<file path="config.mk">
export PLATFORM = sky130hd
export DESIGN_NAME = resp_bulk_array_request_parser_flat
export DESIGN_NICKNAME = d
export VERILOG_FILES = /design/src/rbap_pkg.sv /design/src/rbap_req_if.sv /design/src/rbap_rsp_if.sv /design/src/rbap_result_fifo.sv /design/src/resp_bulk_array_request_parser.sv /design/src/flat_wrapper.sv
export SDC_FILE = /design/constraint.sdc
export NUM_CORES = 2
export LEC_CHECK = 0
export BUFFER_PORTS_ARGS = -buffer_cell sky130_fd_sc_hd__buf_2
export CAP_MARGIN = 20
export CORE_UTILIZATION = 56
export CTS_BUF_LIST = sky130_fd_sc_hd__clkbuf_8 sky130_fd_sc_hd__clkbuf_16
export CTS_CLUSTER_DIAMETER = 40
export DETAILED_ROUTE_END_ITERATION = 8
export MAX_ROUTING_LAYER = met4
export PLACE_DENSITY = 0.77
export SYNTH_ARGS = -nofsm -noshare
export SYNTH_HDL_FRONTEND = slang
export SYNTH_SLANG_ARGS = --single-unit
</file>
<file path="constraint.sdc">
create_clock -name clock -period 5.3 [get_ports clock]
set_input_delay 0.265 -clock clock [delete_from_list [all_inputs] [get_ports clock]]
set_output_delay 0.265 -clock clock [all_outputs]
set_load 0.005 [all_outputs]
</file>
<file path="src/rbap_pkg.sv">
// ----------------------------------------------------------------------------
// rbap_pkg
// Shared codes, characters and result types of the bulk array request parser.
// ----------------------------------------------------------------------------
package rbap_pkg;

   // characters of the wire format
   localparam logic [7:0] CHAR_STAR   = 8'h2A;
   localparam logic [7:0] CHAR_DOLLAR = 8'h24;
   localparam logic [7:0] CHAR_CR     = 8'h0D;
   localparam logic [7:0] CHAR_LF     = 8'h0A;
   localparam logic [7:0] CHAR_TAB    = 8'h09;
   localparam logic [7:0] CHAR_SPACE  = 8'h20;
   localparam logic [7:0] CHAR_PLUS   = 8'h2B;
   localparam logic [7:0] CHAR_MINUS  = 8'h2D;
   localparam logic [7:0] CHAR_ZERO   = 8'h30;
   localparam logic [7:0] CHAR_NINE   = 8'h39;

   // number magnitude saturates here, above any register limit
   localparam logic [31:0] NUM_CAP = 32'h8000_0000;

   // result kinds
   localparam logic [1:0] KIND_BYTE  = 2'd0;
   localparam logic [1:0] KIND_EMPTY = 2'd1;
   localparam logic [1:0] KIND_DONE  = 2'd2;
   localparam logic [1:0] KIND_ERROR = 2'd3;

   // status codes
   localparam logic [2:0] STATUS_OK          = 3'd0;
   localparam logic [2:0] STATUS_NO_STAR     = 3'd1;
   localparam logic [2:0] STATUS_BAD_COUNT   = 3'd2;
   localparam logic [2:0] STATUS_COUNT_RANGE = 3'd3;
   localparam logic [2:0] STATUS_NO_DOLLAR   = 3'd4;
   localparam logic [2:0] STATUS_BAD_LENGTH  = 3'd5;
   localparam logic [2:0] STATUS_LENGTH_RANGE = 3'd6;
   localparam logic [2:0] STATUS_INCOMPLETE  = 3'd7;

   // configuration register indexes and reset values
   localparam logic CSR_MAX_ARGUMENTS       = 1'b0;
   localparam logic CSR_MAX_ARGUMENT_LENGTH = 1'b1;
   localparam logic [15:0] MAX_ARGUMENTS_RESET       = 16'd1024;
   localparam logic [29:0] MAX_ARGUMENT_LENGTH_RESET = 30'd536870912;

   typedef struct packed {
      logic [1:0]  kind;
      logic [7:0]  arg_byte;
      logic [15:0] arg_index;
      logic [28:0] byte_offset;
      logic        arg_final;
      logic [2:0]  status;
      logic [31:0] consumed;
      logic [15:0] arg_total;
      logic        last;
   } result_type;

   // up to two results written per accepted item
   typedef struct packed {
      logic [1:0] count;
      result_type first;
      result_type second;
   } push_type;

   typedef struct packed {
      logic not_empty;
      logic room_two;
   } fifo_status_type;

endpackage

</file>
<file path="src/rbap_req_if.sv">
// ----------------------------------------------------------------------------
// rbap_req_if
// Request byte channel: one byte and its end-of-buffer mark per item.
// ----------------------------------------------------------------------------
interface rbap_req_if;
   logic       valid;
   logic       ready;
   logic [7:0] data_byte;
   logic       buffer_end;

   modport source (output valid, output data_byte, output buffer_end, input ready);
   modport sink   (input valid, input data_byte, input buffer_end, output ready);
endinterface

</file>
<file path="src/rbap_rsp_if.sv">
// ----------------------------------------------------------------------------
// rbap_rsp_if
// Result channel: argument bytes, empty arguments, done and error reports.
// ----------------------------------------------------------------------------
interface rbap_rsp_if;
   logic        valid;
   logic        ready;
   logic [1:0]  kind;
   logic [7:0]  arg_byte;
   logic [15:0] arg_index;
   logic [28:0] byte_offset;
   logic        arg_final;
   logic [2:0]  status;
   logic [31:0] consumed;
   logic [15:0] arg_total;
   logic        last;

   modport source (output valid, output kind, output arg_byte, output arg_index,
                   output byte_offset, output arg_final, output status,
                   output consumed, output arg_total, output last, input ready);
   modport sink   (input valid, input kind, input arg_byte, input arg_index,
                   input byte_offset, input arg_final, input status,
                   input consumed, input arg_total, input last, output ready);
endinterface

</file>
<file path="src/rbap_result_fifo.sv">
// ----------------------------------------------------------------------------
// rbap_result_fifo
// Small result queue; takes up to two results a cycle, gives one.
// ----------------------------------------------------------------------------
module rbap_result_fifo #(
   parameter int DEPTH = 4   // power of two, 2 or more
) (
   input  logic                     clock,
   input  logic                     reset,
   input  rbap_pkg::push_type       push,
   input  logic                     pop,
   output rbap_pkg::result_type     head,
   output rbap_pkg::fifo_status_type status
);
   import rbap_pkg::*;

   localparam int PW = (DEPTH > 1) ? $clog2(DEPTH) : 1;
   localparam int CW = $clog2(DEPTH + 1);

   result_type      slot_ff [DEPTH];
   logic [PW-1:0]   wr_ptr_ff, wr_ptr_in;
   logic [PW-1:0]   rd_ptr_ff, rd_ptr_in;
   logic [CW-1:0]   count_ff, count_in;
   logic [PW-1:0]   wr_next;

   assign wr_next   = wr_ptr_ff + 1'b1;
   assign wr_ptr_in = wr_ptr_ff + PW'(push.count);
   assign rd_ptr_in = rd_ptr_ff + PW'(pop);
   assign count_in  = count_ff + CW'(push.count) - CW'(pop);

   always_ff @(posedge clock) begin
      if (push.count != 2'd0) begin
         slot_ff[wr_ptr_ff] <= push.first;
      end
      if (push.count == 2'd2) begin
         slot_ff[wr_next] <= push.second;
      end
   end

   always_ff @(posedge clock) begin
      if (reset) begin
         wr_ptr_ff <= '0;
         rd_ptr_ff <= '0;
         count_ff  <= '0;
      end else begin
         wr_ptr_ff <= wr_ptr_in;
         rd_ptr_ff <= rd_ptr_in;
         count_ff  <= count_in;
      end
   end

   assign head             = slot_ff[rd_ptr_ff];
   assign status.not_empty = (count_ff != '0);
   assign status.room_two  = (count_ff <= CW'(DEPTH - 2));

endmodule

</file>
<file path="src/resp_bulk_array_request_parser.sv">
// ----------------------------------------------------------------------------
// resp_bulk_array_request_parser
// Streaming parser for requests made of an array of bulk strings.
// ----------------------------------------------------------------------------
//
//   channel   dir   handshake            payload
//   req_ch    in    valid / ready        data_byte, buffer_end
//   rsp_ch    out   valid / ready        kind .. last (up to two results per item)
//   csr_*     in    csr_write_enable     csr_index, csr_write_data
//
// One request byte per cycle while req_ch.ready is high. Each accepted byte updates the parser state in
// the same cycle and writes its zero, one or two results into the result
// queue; results are registered there and appear on rsp_ch in order.
// req_ch.ready drops only while the queue lacks room for two results, so a
// stalled rsp_ch throttles input after a few items.
// Reset clears the parser, the queue and loads the register defaults.
//
module resp_bulk_array_request_parser #(
   parameter int LINE_LIMIT   = 32,  // 4 .. 64 characters per number line
   parameter int RESULT_DEPTH = 4    // power of two, 2 or more
) (
   input  logic        clock,
   input  logic        reset,
   input  logic        csr_write_enable,
   input  logic        csr_index,
   input  logic [29:0] csr_write_data,
   rbap_req_if.sink    req_ch,
   rbap_rsp_if.source  rsp_ch
);
   import rbap_pkg::*;

   localparam int CHW = $clog2(LINE_LIMIT + 1);

   typedef enum logic [2:0] {
      PH_IDLE, PH_COUNT, PH_DOLLAR, PH_LEN, PH_DATA, PH_SKIP1, PH_SKIP2, PH_DROP
   } phase_type;

   typedef enum logic [1:0] {LINE_MORE, LINE_DONE, LINE_LONG} line_type;

   // number being read from the current line
   typedef struct packed {
      logic [31:0]    acc;
      logic           neg;
      logic           stopped;
      logic           begun;
      logic [CHW-1:0] chars;
   } num_type;

   // atoi-style character step; chars counts every line character
   function automatic num_type absorb(num_type s, logic [7:0] c);
      num_type     r;
      logic [34:0] prod;
      logic [7:0]  digit;
      r     = s;
      digit = c - CHAR_ZERO;
      prod  = {3'b000, s.acc} * 35'd10 + {27'd0, digit};
      r.chars = s.chars + 1'b1;
      if (!s.stopped) begin
         if (c inside {[CHAR_ZERO:CHAR_NINE]}) begin
            r.acc   = (prod > {3'b000, NUM_CAP}) ? NUM_CAP : prod[31:0];
            r.begun = 1'b1;
         end else if (!s.begun && (c == CHAR_SPACE || c inside {[CHAR_TAB:CHAR_CR]})) begin
            r.begun = 1'b0;  // leading white space
         end else if (!s.begun && (c == CHAR_PLUS || c == CHAR_MINUS)) begin
            r.begun = 1'b1;
            r.neg   = (c == CHAR_MINUS);
         end else begin
            r.stopped = 1'b1;
         end
      end
      return r;
   endfunction

   function automatic logic out_of_range(num_type s, logic [31:0] limit);
      return (s.neg && s.acc != 32'd0) || (s.acc > limit);
   endfunction

   // configuration
   logic [15:0] max_arguments_ff;
   logic [29:0] max_arg_length_ff;

   // parser state
   phase_type   phase_ff, phase_in;
   num_type     num_ff, num_in;
   logic        pending_cr_ff, pending_cr_in;
   logic [15:0] arg_count_ff, arg_count_in;
   logic [15:0] cur_arg_ff, cur_arg_in;
   logic [29:0] bytes_left_ff, bytes_left_in;
   logic [29:0] arg_length_ff, arg_length_in;
   logic [31:0] request_bytes_ff, request_bytes_in;

   // line step results
   num_type     line_num;
   logic        line_pcr;
   line_type    line_res;

   // per-item results
   logic        accept;
   logic        a_valid;
   result_type  a_res;
   logic        e_valid;
   logic [2:0]  e_code;
   result_type  e_res;
   logic [31:0] bumped;
   logic [29:0] bl_dec;
   logic [29:0] offset;
   logic [15:0] cur_next;
   push_type    push;
   result_type  head;
   fifo_status_type fifo_status;

   logic [7:0]  b;
   logic        at_end;

   assign b      = req_ch.data_byte;
   assign at_end = req_ch.buffer_end;
   assign accept = req_ch.valid & req_ch.ready;

   always_ff @(posedge clock) begin
      if (reset) begin
         max_arguments_ff  <= MAX_ARGUMENTS_RESET;
         max_arg_length_ff <= MAX_ARGUMENT_LENGTH_RESET;
      end else if (csr_write_enable) begin
         case (csr_index)
            CSR_MAX_ARGUMENTS:       max_arguments_ff  <= csr_write_data[15:0];
            CSR_MAX_ARGUMENT_LENGTH: max_arg_length_ff <= csr_write_data;
            default: ;
         endcase
      end
   end

   // number line step: CR LF ends a line, a lone CR counts as a character
   always_comb begin
      line_num = num_ff;
      line_pcr = pending_cr_ff;
      line_res = LINE_MORE;
      if (pending_cr_ff) begin
         line_pcr = 1'b0;
         if (b == CHAR_LF) begin
            line_res = LINE_DONE;
         end else begin
            line_num = absorb(line_num, CHAR_CR);
            if (line_num.chars >= CHW'(LINE_LIMIT)) begin
               line_res = LINE_LONG;
            end
         end
      end
      if (line_res == LINE_MORE) begin
         if (b == CHAR_CR) begin
            line_pcr = 1'b1;
         end else begin
            line_num = absorb(line_num, b);
            if (line_num.chars >= CHW'(LINE_LIMIT)) begin
               line_res = LINE_LONG;
            end
         end
      end
   end

   assign bumped   = (request_bytes_ff == 32'hFFFF_FFFF) ? request_bytes_ff
                                                         : request_bytes_ff + 32'd1;
   assign bl_dec   = (bytes_left_ff != 30'd0) ? bytes_left_ff - 30'd1 : bytes_left_ff;
   assign offset   = arg_length_ff - bytes_left_ff;
   assign cur_next = cur_arg_ff + 16'd1;

   always_comb begin
      phase_in         = phase_ff;
      num_in           = num_ff;
      pending_cr_in    = pending_cr_ff;
      arg_count_in     = arg_count_ff;
      cur_arg_in       = cur_arg_ff;
      bytes_left_in    = bytes_left_ff;
      arg_length_in    = arg_length_ff;
      request_bytes_in = request_bytes_ff;
      a_valid          = 1'b0;
      a_res            = '0;
      e_valid          = 1'b0;
      e_code           = STATUS_OK;

      case (phase_ff)
         PH_IDLE: begin
            request_bytes_in = 32'd1;
            arg_count_in     = 16'd0;
            cur_arg_in       = 16'd0;
            if (b != CHAR_STAR) begin
               e_valid = 1'b1;
               e_code  = STATUS_NO_STAR;
            end else begin
               num_in        = '0;
               pending_cr_in = 1'b0;
               phase_in      = PH_COUNT;
               if (at_end) begin
                  e_valid = 1'b1;
                  e_code  = STATUS_BAD_COUNT;
               end
            end
         end
         PH_COUNT: begin
            request_bytes_in = bumped;
            num_in           = line_num;
            pending_cr_in    = line_pcr;
            if (line_res == LINE_LONG) begin
               e_valid = 1'b1;
               e_code  = STATUS_BAD_COUNT;
            end else if (line_res == LINE_DONE) begin
               if (out_of_range(num_ff, {16'd0, max_arguments_ff})) begin
                  e_valid = 1'b1;
                  e_code  = STATUS_COUNT_RANGE;
               end else begin
                  arg_count_in = num_ff.acc[15:0];
                  cur_arg_in   = 16'd0;
                  if (num_ff.acc == 32'd0) begin
                     // zero count: done on the LF
                     a_valid        = 1'b1;
                     a_res.kind     = KIND_DONE;
                     a_res.consumed = bumped;
                     phase_in       = PH_IDLE;
                  end else if (at_end) begin
                     e_valid = 1'b1;
                     e_code  = STATUS_NO_DOLLAR;
                  end else begin
                     phase_in = PH_DOLLAR;
                  end
               end
            end else if (at_end) begin
               e_valid = 1'b1;
               e_code  = STATUS_BAD_COUNT;
            end
         end
         PH_DOLLAR: begin
            request_bytes_in = bumped;
            if (b != CHAR_DOLLAR) begin
               e_valid = 1'b1;
               e_code  = STATUS_NO_DOLLAR;
            end else begin
               num_in        = '0;
               pending_cr_in = 1'b0;
               phase_in      = PH_LEN;
               if (at_end) begin
                  e_valid = 1'b1;
                  e_code  = STATUS_BAD_LENGTH;
               end
            end
         end
         PH_LEN: begin
            request_bytes_in = bumped;
            num_in           = line_num;
            pending_cr_in    = line_pcr;
            if (line_res == LINE_LONG) begin
               e_valid = 1'b1;
               e_code  = STATUS_BAD_LENGTH;
            end else if (line_res == LINE_DONE) begin
               if (out_of_range(num_ff, {2'b00, max_arg_length_ff})) begin
                  e_valid = 1'b1;
                  e_code  = STATUS_LENGTH_RANGE;
               end else if (at_end) begin
                  e_valid = 1'b1;
                  e_code  = STATUS_INCOMPLETE;
               end else begin
                  arg_length_in = num_ff.acc[29:0];
                  bytes_left_in = num_ff.acc[29:0];
                  if (num_ff.acc == 32'd0) begin
                     a_valid         = 1'b1;
                     a_res.kind      = KIND_EMPTY;
                     a_res.arg_index = cur_arg_ff;
                     phase_in        = PH_SKIP1;
                  end else begin
                     phase_in = PH_DATA;
                  end
               end
            end else if (at_end) begin
               e_valid = 1'b1;
               e_code  = STATUS_BAD_LENGTH;
            end
         end
         PH_DATA: begin
            request_bytes_in  = bumped;
            bytes_left_in     = bl_dec;
            a_valid           = 1'b1;
            a_res.kind        = KIND_BYTE;
            a_res.arg_byte    = b;
            a_res.arg_index   = cur_arg_ff;
            a_res.byte_offset = offset[28:0];
            a_res.arg_final   = (bl_dec == 30'd0);
            if (bl_dec == 30'd0) begin
               phase_in = PH_SKIP1;
            end
            if (at_end) begin
               e_valid = 1'b1;
               e_code  = STATUS_INCOMPLETE;
            end
         end
         PH_SKIP1: begin
            request_bytes_in = bumped;
            phase_in         = PH_SKIP2;
            if (at_end) begin
               e_valid = 1'b1;
               e_code  = STATUS_INCOMPLETE;
            end
         end
         PH_SKIP2: begin
            request_bytes_in = bumped;
            cur_arg_in       = cur_next;
            if (cur_next >= arg_count_ff) begin
               a_valid         = 1'b1;
               a_res.kind      = KIND_DONE;
               a_res.consumed  = bumped;
               a_res.arg_total = arg_count_ff;
               phase_in        = PH_IDLE;
            end else if (at_end) begin
               e_valid = 1'b1;
               e_code  = STATUS_NO_DOLLAR;
            end else begin
               phase_in = PH_DOLLAR;
            end
         end
         PH_DROP: begin
            if (at_end) begin
               phase_in = PH_IDLE;
            end
         end
         default: begin
            phase_in = PH_IDLE;
         end
      endcase

      // an error resyncs on the end mark
      if (e_valid) begin
         phase_in = at_end ? PH_IDLE : PH_DROP;
      end
   end

   always_comb begin
      e_res        = '0;
      e_res.kind   = KIND_ERROR;
      e_res.status = e_code;
      e_res.last   = 1'b1;
      push         = '0;
      if (accept) begin
         if (a_valid && e_valid) begin
            push.count  = 2'd2;
            push.first  = a_res;
            push.second = e_res;
         end else if (a_valid) begin
            push.count      = 2'd1;
            push.first      = a_res;
            push.first.last = 1'b1;
         end else if (e_valid) begin
            push.count = 2'd1;
            push.first = e_res;
         end
      end
   end

   always_ff @(posedge clock) begin
      if (reset) begin
         phase_ff         <= PH_IDLE;
         num_ff           <= '0;
         pending_cr_ff    <= 1'b0;
         arg_count_ff     <= 16'd0;
         cur_arg_ff       <= 16'd0;
         bytes_left_ff    <= 30'd0;
         arg_length_ff    <= 30'd0;
         request_bytes_ff <= 32'd0;
      end else if (accept) begin
         phase_ff         <= phase_in;
         num_ff           <= num_in;
         pending_cr_ff    <= pending_cr_in;
         arg_count_ff     <= arg_count_in;
         cur_arg_ff       <= cur_arg_in;
         bytes_left_ff    <= bytes_left_in;
         arg_length_ff    <= arg_length_in;
         request_bytes_ff <= request_bytes_in;
      end
   end

   rbap_result_fifo #(
      .DEPTH (RESULT_DEPTH)
   ) u_result_fifo (
      .clock  (clock),
      .reset  (reset),
      .push   (push),
      .pop    (rsp_ch.valid & rsp_ch.ready),
      .head   (head),
      .status (fifo_status)
   );

   assign req_ch.ready       = fifo_status.room_two;
   assign rsp_ch.valid       = fifo_status.not_empty;
   assign rsp_ch.kind        = head.kind;
   assign rsp_ch.arg_byte    = head.arg_byte;
   assign rsp_ch.arg_index   = head.arg_index;
   assign rsp_ch.byte_offset = head.byte_offset;
   assign rsp_ch.arg_final   = head.arg_final;
   assign rsp_ch.status      = head.status;
   assign rsp_ch.consumed    = head.consumed;
   assign rsp_ch.arg_total   = head.arg_total;
   assign rsp_ch.last        = head.last;

endmodule

</file>
<file path="src/flat_wrapper.sv">
// flat-port wrapper written by rule: the top's interface ports become plain ports
module resp_bulk_array_request_parser_flat import rbap_pkg::*;
#(
   parameter int LINE_LIMIT   = 32,                                       
   parameter int RESULT_DEPTH = 4                              
)
  (clock, reset, csr_write_enable, csr_index, csr_write_data, req_ch_valid, req_ch_data_byte, req_ch_buffer_end, req_ch_ready, rsp_ch_valid, rsp_ch_kind, rsp_ch_arg_byte, rsp_ch_arg_index, rsp_ch_byte_offset, rsp_ch_arg_final, rsp_ch_status, rsp_ch_consumed, rsp_ch_arg_total, rsp_ch_last, rsp_ch_ready);
  rbap_req_if req_ch_i ();
  rbap_rsp_if rsp_ch_i ();
  input  logic clock;
  input  logic reset;
  input  logic csr_write_enable;
  input  logic csr_index;
  input  logic [29:0] csr_write_data;
  input wire logic [$bits(req_ch_i.valid)-1:0] req_ch_valid;
  input wire logic [$bits(req_ch_i.data_byte)-1:0] req_ch_data_byte;
  input wire logic [$bits(req_ch_i.buffer_end)-1:0] req_ch_buffer_end;
  output wire logic [$bits(req_ch_i.ready)-1:0] req_ch_ready;
  output wire logic [$bits(rsp_ch_i.valid)-1:0] rsp_ch_valid;
  output wire logic [$bits(rsp_ch_i.kind)-1:0] rsp_ch_kind;
  output wire logic [$bits(rsp_ch_i.arg_byte)-1:0] rsp_ch_arg_byte;
  output wire logic [$bits(rsp_ch_i.arg_index)-1:0] rsp_ch_arg_index;
  output wire logic [$bits(rsp_ch_i.byte_offset)-1:0] rsp_ch_byte_offset;
  output wire logic [$bits(rsp_ch_i.arg_final)-1:0] rsp_ch_arg_final;
  output wire logic [$bits(rsp_ch_i.status)-1:0] rsp_ch_status;
  output wire logic [$bits(rsp_ch_i.consumed)-1:0] rsp_ch_consumed;
  output wire logic [$bits(rsp_ch_i.arg_total)-1:0] rsp_ch_arg_total;
  output wire logic [$bits(rsp_ch_i.last)-1:0] rsp_ch_last;
  input wire logic [$bits(rsp_ch_i.ready)-1:0] rsp_ch_ready;
  assign req_ch_i.valid = req_ch_valid;
  assign req_ch_i.data_byte = req_ch_data_byte;
  assign req_ch_i.buffer_end = req_ch_buffer_end;
  assign req_ch_ready = req_ch_i.ready;
  assign rsp_ch_valid = rsp_ch_i.valid;
  assign rsp_ch_kind = rsp_ch_i.kind;
  assign rsp_ch_arg_byte = rsp_ch_i.arg_byte;
  assign rsp_ch_arg_index = rsp_ch_i.arg_index;
  assign rsp_ch_byte_offset = rsp_ch_i.byte_offset;
  assign rsp_ch_arg_final = rsp_ch_i.arg_final;
  assign rsp_ch_status = rsp_ch_i.status;
  assign rsp_ch_consumed = rsp_ch_i.consumed;
  assign rsp_ch_arg_total = rsp_ch_i.arg_total;
  assign rsp_ch_last = rsp_ch_i.last;
  assign rsp_ch_i.ready = rsp_ch_ready;
  resp_bulk_array_request_parser #(.LINE_LIMIT(LINE_LIMIT), .RESULT_DEPTH(RESULT_DEPTH)) u_core (.clock(clock), .reset(reset), .csr_write_enable(csr_write_enable), .csr_index(csr_index), .csr_write_data(csr_write_data), .req_ch(req_ch_i), .rsp_ch(rsp_ch_i));
endmodule
</file>
==> results.ini <==
[die]
num_rows = 88
coreArea_sq_mm = 0.05814
ioPinCount = 155
die_h_microns = 245.6
start_util_pct = 57.14
die-width_microns = 245.6
dieArea_sq_mm = 0.06029

[detailed_routing]
drt_iter0_drc = 2495
wire_per_inst_microns = 20.17
viasPerCell = 6.287
firstDrtPassIters = 6
ant_nets = 0
post-route-drc-count = 0
vias = 28780
routed_wl_mm = 92.35

[logic_synthesis]
synth_most_common_cell = dfxtp_1
synthesis.nets = 3807
synth_edf_count = 24
synth_area_leaders = dfxtp_1 (38%), mux4_2 (7.3%), ha_1 (6.5%)
synthesis.area_sq_mm = 0.03322
ys_types = 91
syn_avg_cell_area_sq_um = 9.263
synth_largest_type_area_fraction_pct = 37.91
synth_cells = 3586
yosys_warnings = 0
yosys.area.top_type = dfxtp_1
synthArstFlopShare_pct = 0
synth_common_cells = dfxtp_1 (629), nand2_1 (450), a21oi_1 (235)
yosysSeqAreaShare_pct = 40.08
synth_flop_cell = dfxtp_1
synth_seq_cells = 653

[power]
comb_power_share_pct = 25.8
peakVddDrop_mv = 0.3272
switching_share_pct = 33.18
leakagePower_uw = 0.01545
sequentialPowerShare_pct = 33.9
clkPwrFrac_pct = 40.2
p_per_area_mw_per_mm2 = 413.7
intPower_uw = 10710
switchingPower_uw = 5317

[hold_path]
min_to = u_core.u_result_fifo.slot_ff[3][102]
hold_depth = 2
min_path_type = input pin to register
min_from = req_ch_data_byte[4]

[setup_path]
crit_slowest_cell = or4_1
reg2regPathDepth = 18
cp_max_fo = 39
cp_num_buf_inv = 5
arrival_ns = 5.59
crit_family = simple AND/OR/NAND/NOR gates
cp-start-kind = register
timing.rr.start = u_core.max_arg_length_ff[29]
slowest_delay_ns = 0.62
r2r_slack_ns = 0.27
crit_chain = inv_1, ha_1, and4_1, nand3_1, or4_1, or4_1, o21ai_0, a31oi_1, o21a_1, o31ai_4, inv_1, ha_1, o21ai_0, buf_4, nor2_4, buf_4, buf_6, a22o_1
r2r_end = u_core.u_result_fifo.slot_ff[1][39]
crit_type = register to register
endpoint_kind = register
worstPathRequired_ns = 5.86

[cts]
cts_tree = yes
cts_root_buf = clkbuf_16
cts.sinks = 653
clk_pin_slew_worst_paths_ns = 0.06
cts_buffer_depth = 3
htreeDepth = 3
post_cts_buffers = 0
cts_made_buffers = 92
worstSkewPairLatency_ns = 0.64

[sta]
slew_violations = 0
fmax_mhz = 198.9
period_share_pct = 94.88
hold_viol = 0
slew_headroom_pct = 25.96
holdWs_ns = 0.03344
period_needed_ns = 5.029
tightest_slew_ns = 1.111
setup_viol = 0
clock_skew_ns = 0.02570

[final_layout]
instances_no_fill = 4578
layout.nets = 3952
n_fill_cell = 4622
layout-drive-gt1-share_pct = 15.73
area_growth_pct = 16.62
fin_area_sq_mm = 0.03874
multi_input_area_sq_mm = 0.01861
ff_latch_area_sq_mm = 0.01332

[status]
status = complete, no violations

[global_routing]
gr-usage-all-layers_pct = 31.19
grt_pass1_vias = 27600
grt_remaining_overflow = 0
grt_pass1_wl_mm = 147.9
antenna_found_initial = 5
grt_start_max_net_pins = 68

[placed_design]
gp_congestion = 0.9432
dp.final_hpwl_mm = 61.31
io_buffers = 154
post_dp_cell_area_sq_mm = 0.03507
dp.cells = 4370

[run]
cap_violations = 0

## logic make-up (layout without fill, tap and decap cells)
| family | after synthesis | count (layout) | synth area share, % |
|---|---|---|---|
| flops | 653 | 653 | 40.08 |
| mux | 120 | 120 | 7.699 |
| other cells | 0 | 6 | 0 |
| simple gates | 1059 | 1060 | 14.82 |
| xor+xnor | 144 | 144 | 3.797 |
| compound gates | 1057 | 1057 | 22.53 |
| buf+inv | 377 | 597 | 4.362 |
| fa+ha+maj | 176 | 176 | 6.720 |
## flip-flops by register name, summed over array words and instances (netlist names)
signal,flops
u_core.u_result_fifo.slot_ff,432
u_core.num_ff,41
u_core.request_bytes_ff,32
u_core.bytes_left_ff,30
u_core.max_arg_length_ff,30
u_core.arg_length_ff,29
u_core.arg_count_ff,16
u_core.cur_arg_ff,16
u_core.max_arguments_ff,16
u_core.phase_ff,3
u_core.u_result_fifo.count_ff,3
u_core.u_result_fifo.rd_ptr_ff,2
u_core.u_result_fifo.wr_ptr_ff,2
u_core.pending_cr_ff,1
## power groups by stage
stage | clock network [uW] | logic, uW | registers, uW
after floorplan | 0 | 2850 | 5340
after global placement | 0 | 3980 | 5520
after detailed placement | 0 | 4020 | 5540
after CTS | 6500 | 4070 | 5440
after global routing | 6730 | 4480 | 5470
final | 6450 | 4140 | 5440
## per-layer routing
layer | wire, microns | vias to the layer above | track usage, % | part of all wire (%)
met5 | 0 | - | - | 0
met4 | 2439 | 0 | 9.755 | 2.6
met3 | 7154 | 178 | 5.359 | 7.7
met2 | 43120 | 1103 | 48.97 | 47
met1 | 39640 | 13940 | 40.95 | 43
li1 | - | 13560 | - | -
## cell type report
class	instances	share of cell area [%]
Timing Repair Buffer	293	5.278
Clock inverter	63	1.889
Multi-Input combinational cell	2557	48.04
Tap cell	765	2.471
Clock buffer	107	6.592
Antenna cell	6	0.03876
Inverter	134	1.298
Sequential cell	653	34.39
## cell usage in the layout (no fill, tap or decap), types with 11 or more instances in the layout
cell / n
nand4_1: 31
or3_1: 19
dfxtp_1: 625
nand3_1: 96
nor2_1: 203
o21ai_0: 209
and3_1: 34
a21oi_1: 232
a22oi_1: 25
xor2_1: 51
nor2b_1: 25
edfxtp_1: 24
o21ai_1: 15
a32o_1: 131
buf_4: 97
clkinv_2: 11
mux4_2: 108
ha_1: 172
o21a_1: 11
dlygate4sd3_1: 30
bufinv_16: 13
inv_6: 11
a211oi_1: 24
buf_2: 153
clkbuf_8: 11
and2_1: 15
nand2_1: 448
a22o_1: 223
a31oi_1: 19
nand2b_1: 36
nor3_1: 49
xnor2_1: 92
a21o_1: 66
inv_1: 147
clkbuf_16: 96
nor4_1: 30
## worst reg2reg max path: stages (launching register included)
cell and delay (ns):
dfxtp_1 0.30, inv_1 0.07, ha_1 0.33, and4_1 0.22
nand3_1 0.15, or4_1 0.62, or4_1 0.59, o21ai_0 0.19
a31oi_1 0.11, o21a_1 0.25, o31ai_4 0.24, inv_1 0.08
ha_1 0.29, o21ai_0 0.08, buf_4 0.18, nor2_4 0.18
buf_4 0.41, buf_6 0.38, a22o_1 0.26
## how the worst max path moves through the flow
stage	from	end	cells after the start
floorplan	u_core.cur_arg_ff[2]	u_core.u_result_fifo.slot_ff[1][0]	24
global placement	u_core.cur_arg_ff[1]	u_core.u_result_fifo.slot_ff[1][106]	22
detailed placement	u_core.cur_arg_ff[1]	u_core.u_result_fifo.slot_ff[1][106]	22
CTS	u_core.cur_arg_ff[1]	u_core.u_result_fifo.count_ff[2]	25
global route	u_core.cur_arg_ff[1]	u_core.u_result_fifo.count_ff[2]	25
finish	u_core.max_arg_length_ff[29]	u_core.u_result_fifo.slot_ff[1][39]	18
## what timing repair did
item                                    in CTS  in global routing
hold buffers                                30                  0
hold endpoints to repair                    46                  0
endpoints found under the setup margin      34                448
pin swaps                                    1                  4
cloned                                       1                  0
resized for setup                            1                 15
## metrics by stage
step / util (%) / power [uW] / setup WS, ns / TNS [ns]
2_1_floorplan: - / 8191 / 0.06049 / 0
3_3_place_gp: 60.27 / 9507 / 0.1056 / 0
3_5_place_dp: 60.33 / 9559 / -0.02021 / -0.2076
4_1_cts: 66.52 / 16020 / 0.06523 / 0
5_1_grt: 66.63 / 16680 / -0.09418 / -1.991
6_report: 66.63 / 16030 / 0.2712 / 0
(Power assumes the default switching activity.)
